[src/smu_pkg.sv]
// ----------------------------------------------------------------------------
// smu_pkg: shared types and constants
// Field widths, register indexes, reset values, scheduler state and the
// structs exchanged between the SGD update blocks.
// ----------------------------------------------------------------------------
package smu_pkg;

   localparam int WORD_W      = 32;
   localparam int RATE_W      = 31;
   localparam int BATCH_W     = 16;
   localparam int MS_W        = 16;
   localparam int MS_ALL_W    = 64;
   localparam int PERIOD_W    = 32;
   localparam int POLICY_W    = 2;
   localparam int CSR_INDEX_W = 3;
   localparam int CSR_DATA_W  = 64;

   // element datapath widths
   localparam int PROD_W   = 64;   // 32x32 signed products
   localparam int TERM_W   = 42;   // clamped decay term, +/-2^40
   localparam int TB_W     = 59;   // decay term times batch
   localparam int DIFF_W   = 60;   // gradient minus decay term
   localparam int SAT_IN_W = 66;   // common width into the word saturator

   localparam logic signed [PROD_W-1:0] TERM_LIMIT = 64'sh0000_0100_0000_0000;

   localparam logic [RATE_W-1:0]  RATE_RESET  = 31'd16777;
   localparam logic [RATE_W-1:0]  GAMMA_RESET = 31'd16777216;
   localparam logic [RATE_W-1:0]  RATE_MAX    = 31'h7FFF_FFFF;
   localparam logic [BATCH_W-1:0] BATCH_ONE   = 16'd1;

   // register indexes
   localparam logic [CSR_INDEX_W-1:0] CSR_INITIAL_RATE = 3'd0;
   localparam logic [CSR_INDEX_W-1:0] CSR_DECAY        = 3'd1;
   localparam logic [CSR_INDEX_W-1:0] CSR_MOMENTUM     = 3'd2;
   localparam logic [CSR_INDEX_W-1:0] CSR_GAMMA        = 3'd3;
   localparam logic [CSR_INDEX_W-1:0] CSR_BATCH_SIZE   = 3'd4;
   localparam logic [CSR_INDEX_W-1:0] CSR_POLICY       = 3'd5;
   localparam logic [CSR_INDEX_W-1:0] CSR_STEP_PERIOD  = 3'd6;
   localparam logic [CSR_INDEX_W-1:0] CSR_MILESTONES   = 3'd7;

   // schedule policies
   localparam logic [POLICY_W-1:0] POL_FIXED = 2'd0;
   localparam logic [POLICY_W-1:0] POL_STEP  = 2'd1;
   localparam logic [POLICY_W-1:0] POL_MULTI = 2'd2;

   typedef enum logic [2:0] {
      SCH_IDLE,
      SCH_MOD_WAIT,
      SCH_MS_CHECK,
      SCH_MUL,
      SCH_SAT,
      SCH_DIV_START,
      SCH_DIV_WAIT,
      SCH_INJECT
   } sched_state_type;

   typedef struct packed {
      logic [POLICY_W-1:0] policy;
      logic [PERIOD_W-1:0] period;
      logic [RATE_W-1:0]   gamma;
      logic [MS_ALL_W-1:0] milestones;
      logic [BATCH_W-1:0]  batch;      // zero already mapped to one
   } sched_cfg_type;

   typedef struct packed {
      logic              busy;
      logic              inject;
      logic [RATE_W-1:0] rate;
      logic [RATE_W-1:0] rate_batch;
      logic              changed;
   } sched_status_type;

   typedef struct packed {
      logic                     tick;
      logic                     changed;
      logic                     is_weights;
      logic [RATE_W-1:0]        rate;
      logic [RATE_W-1:0]        rate_batch;
      logic signed [WORD_W-1:0] weight;
      logic signed [WORD_W-1:0] gradient;
   } item_type;

   function automatic logic signed [WORD_W-1:0] sat_word(input logic signed [SAT_IN_W-1:0] v);
      logic signed [SAT_IN_W-1:0] hi;
      logic signed [SAT_IN_W-1:0] lo;
      hi = 66'sd2147483647;
      lo = -66'sd2147483648;
      if (v > hi) begin
         return hi[WORD_W-1:0];
      end else if (v < lo) begin
         return lo[WORD_W-1:0];
      end
      return v[WORD_W-1:0];
   endfunction

endpackage

[src/smu_divider.sv]
// ----------------------------------------------------------------------------
// smu_divider: shared iterative unsigned divider
// Restoring division, one quotient bit per cycle; a start restarts it.
// ----------------------------------------------------------------------------
module smu_divider #(
   parameter int WIDTH = 32
) (
   input  logic             clock,
   input  logic             reset,
   input  logic             start,
   input  logic [WIDTH-1:0] dividend,
   input  logic [WIDTH-1:0] divisor,
   output logic             busy,
   output logic             done,
   output logic [WIDTH-1:0] quotient,
   output logic [WIDTH-1:0] remainder
);
   localparam int CNT_W = $clog2(WIDTH + 1);

   logic             active_ff, active_in;
   logic             done_ff, done_in;
   logic [CNT_W-1:0] cnt_ff, cnt_in;
   logic [WIDTH-1:0] quo_ff, rem_ff, div_ff;
   logic [WIDTH:0]   shifted, diff;

   always_comb begin
      shifted   = {rem_ff, quo_ff[WIDTH-1]};
      diff      = shifted - {1'b0, div_ff};
      active_in = active_ff;
      cnt_in    = cnt_ff;
      done_in   = 1'b0;
      if (start) begin
         active_in = 1'b1;
         cnt_in    = CNT_W'(WIDTH);
      end else if (active_ff) begin
         cnt_in = cnt_ff - 1'b1;
         if (cnt_ff == CNT_W'(1)) begin
            active_in = 1'b0;
            done_in   = 1'b1;
         end
      end
   end

   always_ff @(posedge clock) begin
      if (reset) begin
         active_ff <= 1'b0;
         done_ff   <= 1'b0;
         cnt_ff    <= '0;
      end else begin
         active_ff <= active_in;
         done_ff   <= done_in;
         cnt_ff    <= cnt_in;
      end
   end

   always_ff @(posedge clock) begin
      if (start) begin
         quo_ff <= dividend;
         rem_ff <= '0;
         div_ff <= divisor;
      end else if (active_ff) begin
         quo_ff <= {quo_ff[WIDTH-2:0], ~diff[WIDTH]};
         rem_ff <= diff[WIDTH] ? shifted[WIDTH-1:0] : diff[WIDTH-1:0];
      end
   end

   assign busy      = active_ff;
   assign done      = done_ff;
   assign quotient  = quo_ff;
   assign remainder = rem_ff;

endmodule

[src/smu_sched.sv]
// ----------------------------------------------------------------------------
// smu_sched: learning-rate state and schedule sequencer
// Holds the current rate and rate/batch, runs ticks and refreshes rate/batch.
// ----------------------------------------------------------------------------
module smu_sched #(
   parameter int MILESTONE_SLOTS = 4,
   parameter int FRACTION_BITS   = 24
) (
   input  logic                          clock,
   input  logic                          reset,
   input  logic                          tick_accept,
   input  logic [smu_pkg::WORD_W-1:0]    tick_iteration,
   input  smu_pkg::sched_cfg_type        cfg,
   input  logic                          rate_load,
   input  logic [smu_pkg::RATE_W-1:0]    rate_load_value,
   input  logic                          rediv,
   input  logic                          dp_ready,
   output smu_pkg::sched_status_type     status
);
   import smu_pkg::*;

   localparam int SLOT_W = (MILESTONE_SLOTS > 1) ? $clog2(MILESTONE_SLOTS) : 1;
   localparam int SPROD_W = 2 * RATE_W;

   sched_state_type     state_ff, state_in;
   logic [RATE_W-1:0]   rate_ff, rate_in;
   logic [RATE_W-1:0]   rb_ff, rb_in;
   logic [RATE_W-1:0]   before_ff, before_in;
   logic [WORD_W-1:0]   it_ff, it_in;
   logic [SLOT_W-1:0]   slot_ff, slot_in;
   logic                tick_ff, tick_in;
   logic [SPROD_W-1:0]  prod_ff, prod_in;
   logic [SPROD_W-1:0]  scaled;
   logic [MS_W-1:0]     ms_value;
   logic                ms_hit, last_slot, inject;

   logic                div_start, div_busy, div_done;
   logic [WORD_W-1:0]   div_dividend, div_divisor, div_quotient, div_remainder;

   smu_divider #(
      .WIDTH (WORD_W)
   ) u_divider (
      .clock     (clock),
      .reset     (reset),
      .start     (div_start),
      .dividend  (div_dividend),
      .divisor   (div_divisor),
      .busy      (div_busy),
      .done      (div_done),
      .quotient  (div_quotient),
      .remainder (div_remainder)
   );

   always_comb begin
      state_in     = state_ff;
      rate_in      = rate_ff;
      rb_in        = rb_ff;
      before_in    = before_ff;
      it_in        = it_ff;
      slot_in      = slot_ff;
      tick_in      = tick_ff;
      prod_in      = prod_ff;
      inject       = 1'b0;
      div_start    = 1'b0;
      div_dividend = {1'b0, rate_ff};
      div_divisor  = WORD_W'(cfg.batch);
      ms_value     = cfg.milestones[slot_ff*MS_W +: MS_W];
      ms_hit       = (ms_value != '0) && (WORD_W'(ms_value) == it_ff);
      last_slot    = (slot_ff == SLOT_W'(MILESTONE_SLOTS - 1));
      scaled       = prod_ff >> FRACTION_BITS;

      case (state_ff)
         SCH_IDLE: begin
            if (tick_accept) begin
               it_in     = tick_iteration;
               before_in = rate_ff;
               tick_in   = 1'b1;
               slot_in   = '0;
               if (tick_iteration == '0) begin
                  state_in = SCH_INJECT;
               end else if (cfg.policy == POL_STEP && cfg.period != '0) begin
                  div_start    = 1'b1;
                  div_dividend = tick_iteration;
                  div_divisor  = cfg.period;
                  state_in     = SCH_MOD_WAIT;
               end else if (cfg.policy == POL_MULTI) begin
                  state_in = SCH_MS_CHECK;
               end else begin
                  state_in = SCH_INJECT;
               end
            end else if (rediv) begin
               tick_in  = 1'b0;
               state_in = SCH_DIV_START;
            end
         end
         SCH_MOD_WAIT: begin
            if (div_done) begin
               state_in = (div_remainder == '0) ? SCH_MUL : SCH_INJECT;
            end
         end
         SCH_MS_CHECK: begin
            if (ms_hit) begin
               state_in = SCH_MUL;
            end else if (last_slot) begin
               state_in = SCH_DIV_START;
            end else begin
               slot_in = SLOT_W'(slot_ff + 1'b1);
            end
         end
         SCH_MUL: begin
            prod_in  = rate_ff * cfg.gamma;
            state_in = SCH_SAT;
         end
         SCH_SAT: begin
            rate_in = (scaled > SPROD_W'(RATE_MAX)) ? RATE_MAX : scaled[RATE_W-1:0];
            if (cfg.policy == POL_MULTI && !last_slot) begin
               slot_in  = SLOT_W'(slot_ff + 1'b1);
               state_in = SCH_MS_CHECK;
            end else begin
               state_in = SCH_DIV_START;
            end
         end
         SCH_DIV_START: begin
            div_start = 1'b1;
            state_in  = SCH_DIV_WAIT;
         end
         SCH_DIV_WAIT: begin
            if (div_done) begin
               rb_in    = div_quotient[RATE_W-1:0];
               state_in = tick_ff ? SCH_INJECT : SCH_IDLE;
            end
         end
         SCH_INJECT: begin
            inject = 1'b1;
            if (dp_ready) begin
               tick_in  = 1'b0;
               state_in = SCH_IDLE;
            end
         end
         default: begin
            state_in = SCH_IDLE;
         end
      endcase

      // back-to-back register writes restart the refresh
      if (rediv && (state_ff == SCH_DIV_START || state_ff == SCH_DIV_WAIT)) begin
         state_in = SCH_DIV_START;
      end
      if (rate_load) begin
         rate_in = rate_load_value;
      end
   end

   always_ff @(posedge clock) begin
      if (reset) begin
         state_ff <= SCH_IDLE;
         rate_ff  <= RATE_RESET;
         rb_ff    <= RATE_RESET;
         tick_ff  <= 1'b0;
         slot_ff  <= '0;
      end else begin
         state_ff <= state_in;
         rate_ff  <= rate_in;
         rb_ff    <= rb_in;
         tick_ff  <= tick_in;
         slot_ff  <= slot_in;
      end
   end

   always_ff @(posedge clock) begin
      before_ff <= before_in;
      it_ff     <= it_in;
      prod_ff   <= prod_in;
   end

   assign status.busy       = (state_ff != SCH_IDLE);
   assign status.inject     = inject;
   assign status.rate       = rate_ff;
   assign status.rate_batch = rb_ff;
   assign status.changed    = (rate_ff != before_ff);

   a_div_owned: assert property (@(posedge clock) disable iff (reset)
      div_busy |-> (state_ff == SCH_MOD_WAIT || state_ff == SCH_DIV_START ||
                    state_ff == SCH_DIV_WAIT))
      else $error("divider running outside a wait state");

   a_rate_hold: assert property (@(posedge clock) disable iff (reset)
      (!reset && state_ff != SCH_SAT && !rate_load) |=> (rate_ff == $past(rate_ff)))
      else $error("rate moved without a scale step or register write");

endmodule

[config.mk]
export PLATFORM = sky130hd
export DESIGN_NAME = smu_sched
export DESIGN_NICKNAME = d
export VERILOG_FILES = /design/src/smu_pkg.sv /design/src/smu_divider.sv /design/src/smu_sched.sv
export SDC_FILE = /design/constraint.sdc
export NUM_CORES = 2
export LEC_CHECK = 0
export ABC_AREA = 0
export BUFFER_PORTS_ARGS = -buffer_cell sky130_fd_sc_hd__buf_2
export CORE_AREA = 2 2 332 334
export CTS_CLUSTER_DIAMETER = 40
export DETAILED_ROUTE_END_ITERATION = 16
export DIE_AREA = 0 0 334 336
export SYNTH_ARGS = -nofsm -noshare
export SYNTH_HDL_FRONTEND = slang
export SYNTH_HIERARCHICAL = 1
export SYNTH_SLANG_ARGS = --single-unit
[constraint.sdc]
create_clock -name clock -period 10.7 [get_ports clock]
set_input_delay 0.535 -clock clock [delete_from_list [all_inputs] [get_ports clock]]
set_output_delay 0.535 -clock clock [all_outputs]
set_load 0.02 [all_outputs]
==> metrics.cfg <==
[cts]
cts-root-buf = clkbuf_16
cts_tree = yes
clkLatencyLatePin_ps = 560
post_cts_buffers = 0
clk_pin_slew_ps = 60
clock_sinks = 273
h-tree-depth = 2
cts_made_buffers = 38
ctsHoldBuffers = 0
clockBufferDepth = 3
cts.repair.resized = 0

[synth]
syn_avg_cell_area_sq_um = 9.56
synth_top_area_frac = 0.378
synthTopCellsByArea = fa_1 38%, edfxtp_1 11%, ha_1 8.1%
yosys_register_bits = 273
syn_nets = 5971
syn-instance-count = 4633
synth.distinct_cells = 80
yosys_most_used_dff = edfxtp_1
synth_edf_count = 165
ys_seq_area_frac = 0.161
yosysTopAreaCell = fa_1
synth-async-reset-ratio = 0
syn_area_sq_um = 44300
ys.warnings.count = 6

[setup_path]
start_kind = register
cp-end-kind = register
worstSetupPathType = register to register
slowest_delay_ps = 1260
cpMostUsedCell = fa_1
required_ps = 11000
arrival_ps = 9310
crit_chain = buf_4 > nand2_1 > fa_1 > inv_1 > fa_1 > fa_1 > fa_1 > fa_1 > fa_1 > fa_1 > inv_1 > fa_1 > inv_1 > ha_1 > nand2_1 > nor3_1 > and2_1 > nor3b_1 > a221o_1 > o211ai_1 > a21o_1 > a2111oi_0 > nor3_1 > xnor2_1
worst-path-max-fanout = 21
cp_slowest_cell = dfxtp_1

[routing]
drc = 0
first_pass_iters = 5
wl_per_cell_microns = 22.1
vias = 32814
drt-total-wl_microns = 136000
drt_iter0_drc = 2479
vias_per_cell = 5.32
ant_nets = 0

[timing]
slew_headroom = 0.0516
grt_setup_unrepaired = no
timing.hold.ws_ps = 186
tightestPinTransition_ps = 1420
slew_viol_final = 0
fin_crit_ps = 9020
hold_viol = 0
finalSetupViolCount = 0
fin_crit_sh = 0.843
fin_skew_ps = 29.0
fin_setup_tns_ps = 0
fmax_ghz = 0.111

[floorplan]
die_w_microns = 334
die-area_sq_um = 112000
die_h_microns = 336
start_util = 0.408
ios = 279
core_area_sq_um = 108000
num_rows = 121

[global_routing]
grt.total_usage = 0.249
antenna_found_initial = 18
grt_pass1_wl_microns = 214000
grt_max_degree = 84
gr-total-overflow = 0
grt_pass1_vias = 35121

[hold_path]
hold_path.class = input pin to register

[placed_design]
place_congestion = 0.895
hpwl_microns = 103000
io_buffers = 278

[cells_and_area]
area_delta_synth_final_pct = 8.43
n_fill_cell = 10410
final_util = 0.443
nets = 6058
drive_above_1_share = 0.119

[run]
cap_violations = 0

[run_status]
status = finished clean

cells in the final DEF, fill, tap and decap left out, types with 43 or more instances in the layout:
cell / count
a21oi_1: 153
and2_1: 489
buf_2: 278
buf_4: 58
dfxtp_1: 90
edfxtp_1: 165
fa_1: 837
ha_1: 287
inv_1: 891
mux2_2: 81
nand2_1: 614
nor2_1: 95
nor4_1: 43
xnor2_1: 72
xor2_1: 44
sequential cells by signal, indices dropped and copies added, names as in the netlist, 2 cells and up:
name                 flops
before_ff               31
it_ff                   32
prod_ff                 38
rate_ff                 31
rb_ff                   31
slot_ff                  2
state_ff                 3
u_divider/cnt_ff         6
u_divider/div_ff        32
u_divider/quotient      32
u_divider/remainder     32
critical path: cells and delay by family (launching register included):
| family | cells | cell delay (ps) |
|---|---|---|
| XOR/XNOR | 1 | 170 |
| AND/OR/NAND/NOR | 6 | 950 |
| buffers and inverters | 4 | 510 |
| adder cells (fa/ha/maj) | 9 | 4380 |
| flip-flops | 1 | 1260 |
| AO/OA/AOI/OAI | 4 | 1480 |
area by class of cell:
cell class,count,area [sq um],share of cell area
flip-flops and latches,273,7140,0.149
multi-input cells,3179,32700,0.681
diodes,4,10.0,0.000208
repair buffers,336,1830,0.0380
well taps,1414,1770,0.0368
clock buffers,45,998,0.0208
inverters,892,3350,0.0697
clock inverters,25,203,0.00422
per-layer routing:
layer  vias up  share of wire  track usage
li1      14504              -            -
met1     16785           0.43        0.344
met2      1291           0.46        0.409
met3       216          0.075       0.0393
met4        18          0.028       0.0648
met5         -        0.00075            0
per-stage QoR:
step	std cells	instance area, sq um	worst slack, ps
floorplan	4633	44300	2930
global route	6166	48000	1180
finish	6168	48000	1680
CTS	6164	48000	1670
detailed placement	6094	46800	1700
global placement	6094	46800	1800
synth_stat cells, types with 5 or more instances:
cell      instances
inv_1           891
fa_1            837
nand2_1         614
and2_1          490
ha_1            287
clkbuf_1        267
edfxtp_1        165
a21oi_1         153
dfxtp_1         108
nor2_1           97
mux2_2           81
xnor2_1          72
xor2_1           44
nor4_1           43
nand4_1          40
o21ai_0          39
a211oi_1         34
a21o_1           31
o221a_2          27
nor3_1           24
and3_1           22
mux2i_1          22
nand3_1          22
o21ai_1          19
mux4_2           16
o211ai_1         15
nor2b_1          13
o21bai_1         13
nand2b_1         12
buf_2             9
a31oi_1           8
and4_1            8
buf_1             8
o22ai_1           8
nand3b_1          6
o21a_1            6
a221o_1           5
o31ai_1           5
or4_1             5
final timing paths:
kind,from,to,slack (ps),depth (start not counted)
worst max-delay path,rate_ff[10],prod_ff[60],1680,24
worst min-delay path,tick_iteration[31],it_ff[31],190,1
worst max register to register,rate_ff[10],prod_ff[60],1680,24
worst min register to register,rb_ff[1],rb_ff[1],450,2
kinds of logic (layout without fill, tap and decap cells):
kind of cell,count (synthesis),after routing,synth area share
and+or+nand+nor,1419,1419,0.161
DFF,273,273,0.161
AOI/OAI and AO/OA,400,400,0.0607
other,0,4,0
buffers and inverters,1181,1298,0.101
adders and majority gates,1124,1124,0.460
muxes,119,119,0.0337
xor gates and xnor gates,117,117,0.0236
Power is not shown: default switching activity piles up to over one toggle a cycle in this logic, so the estimate is an artifact.
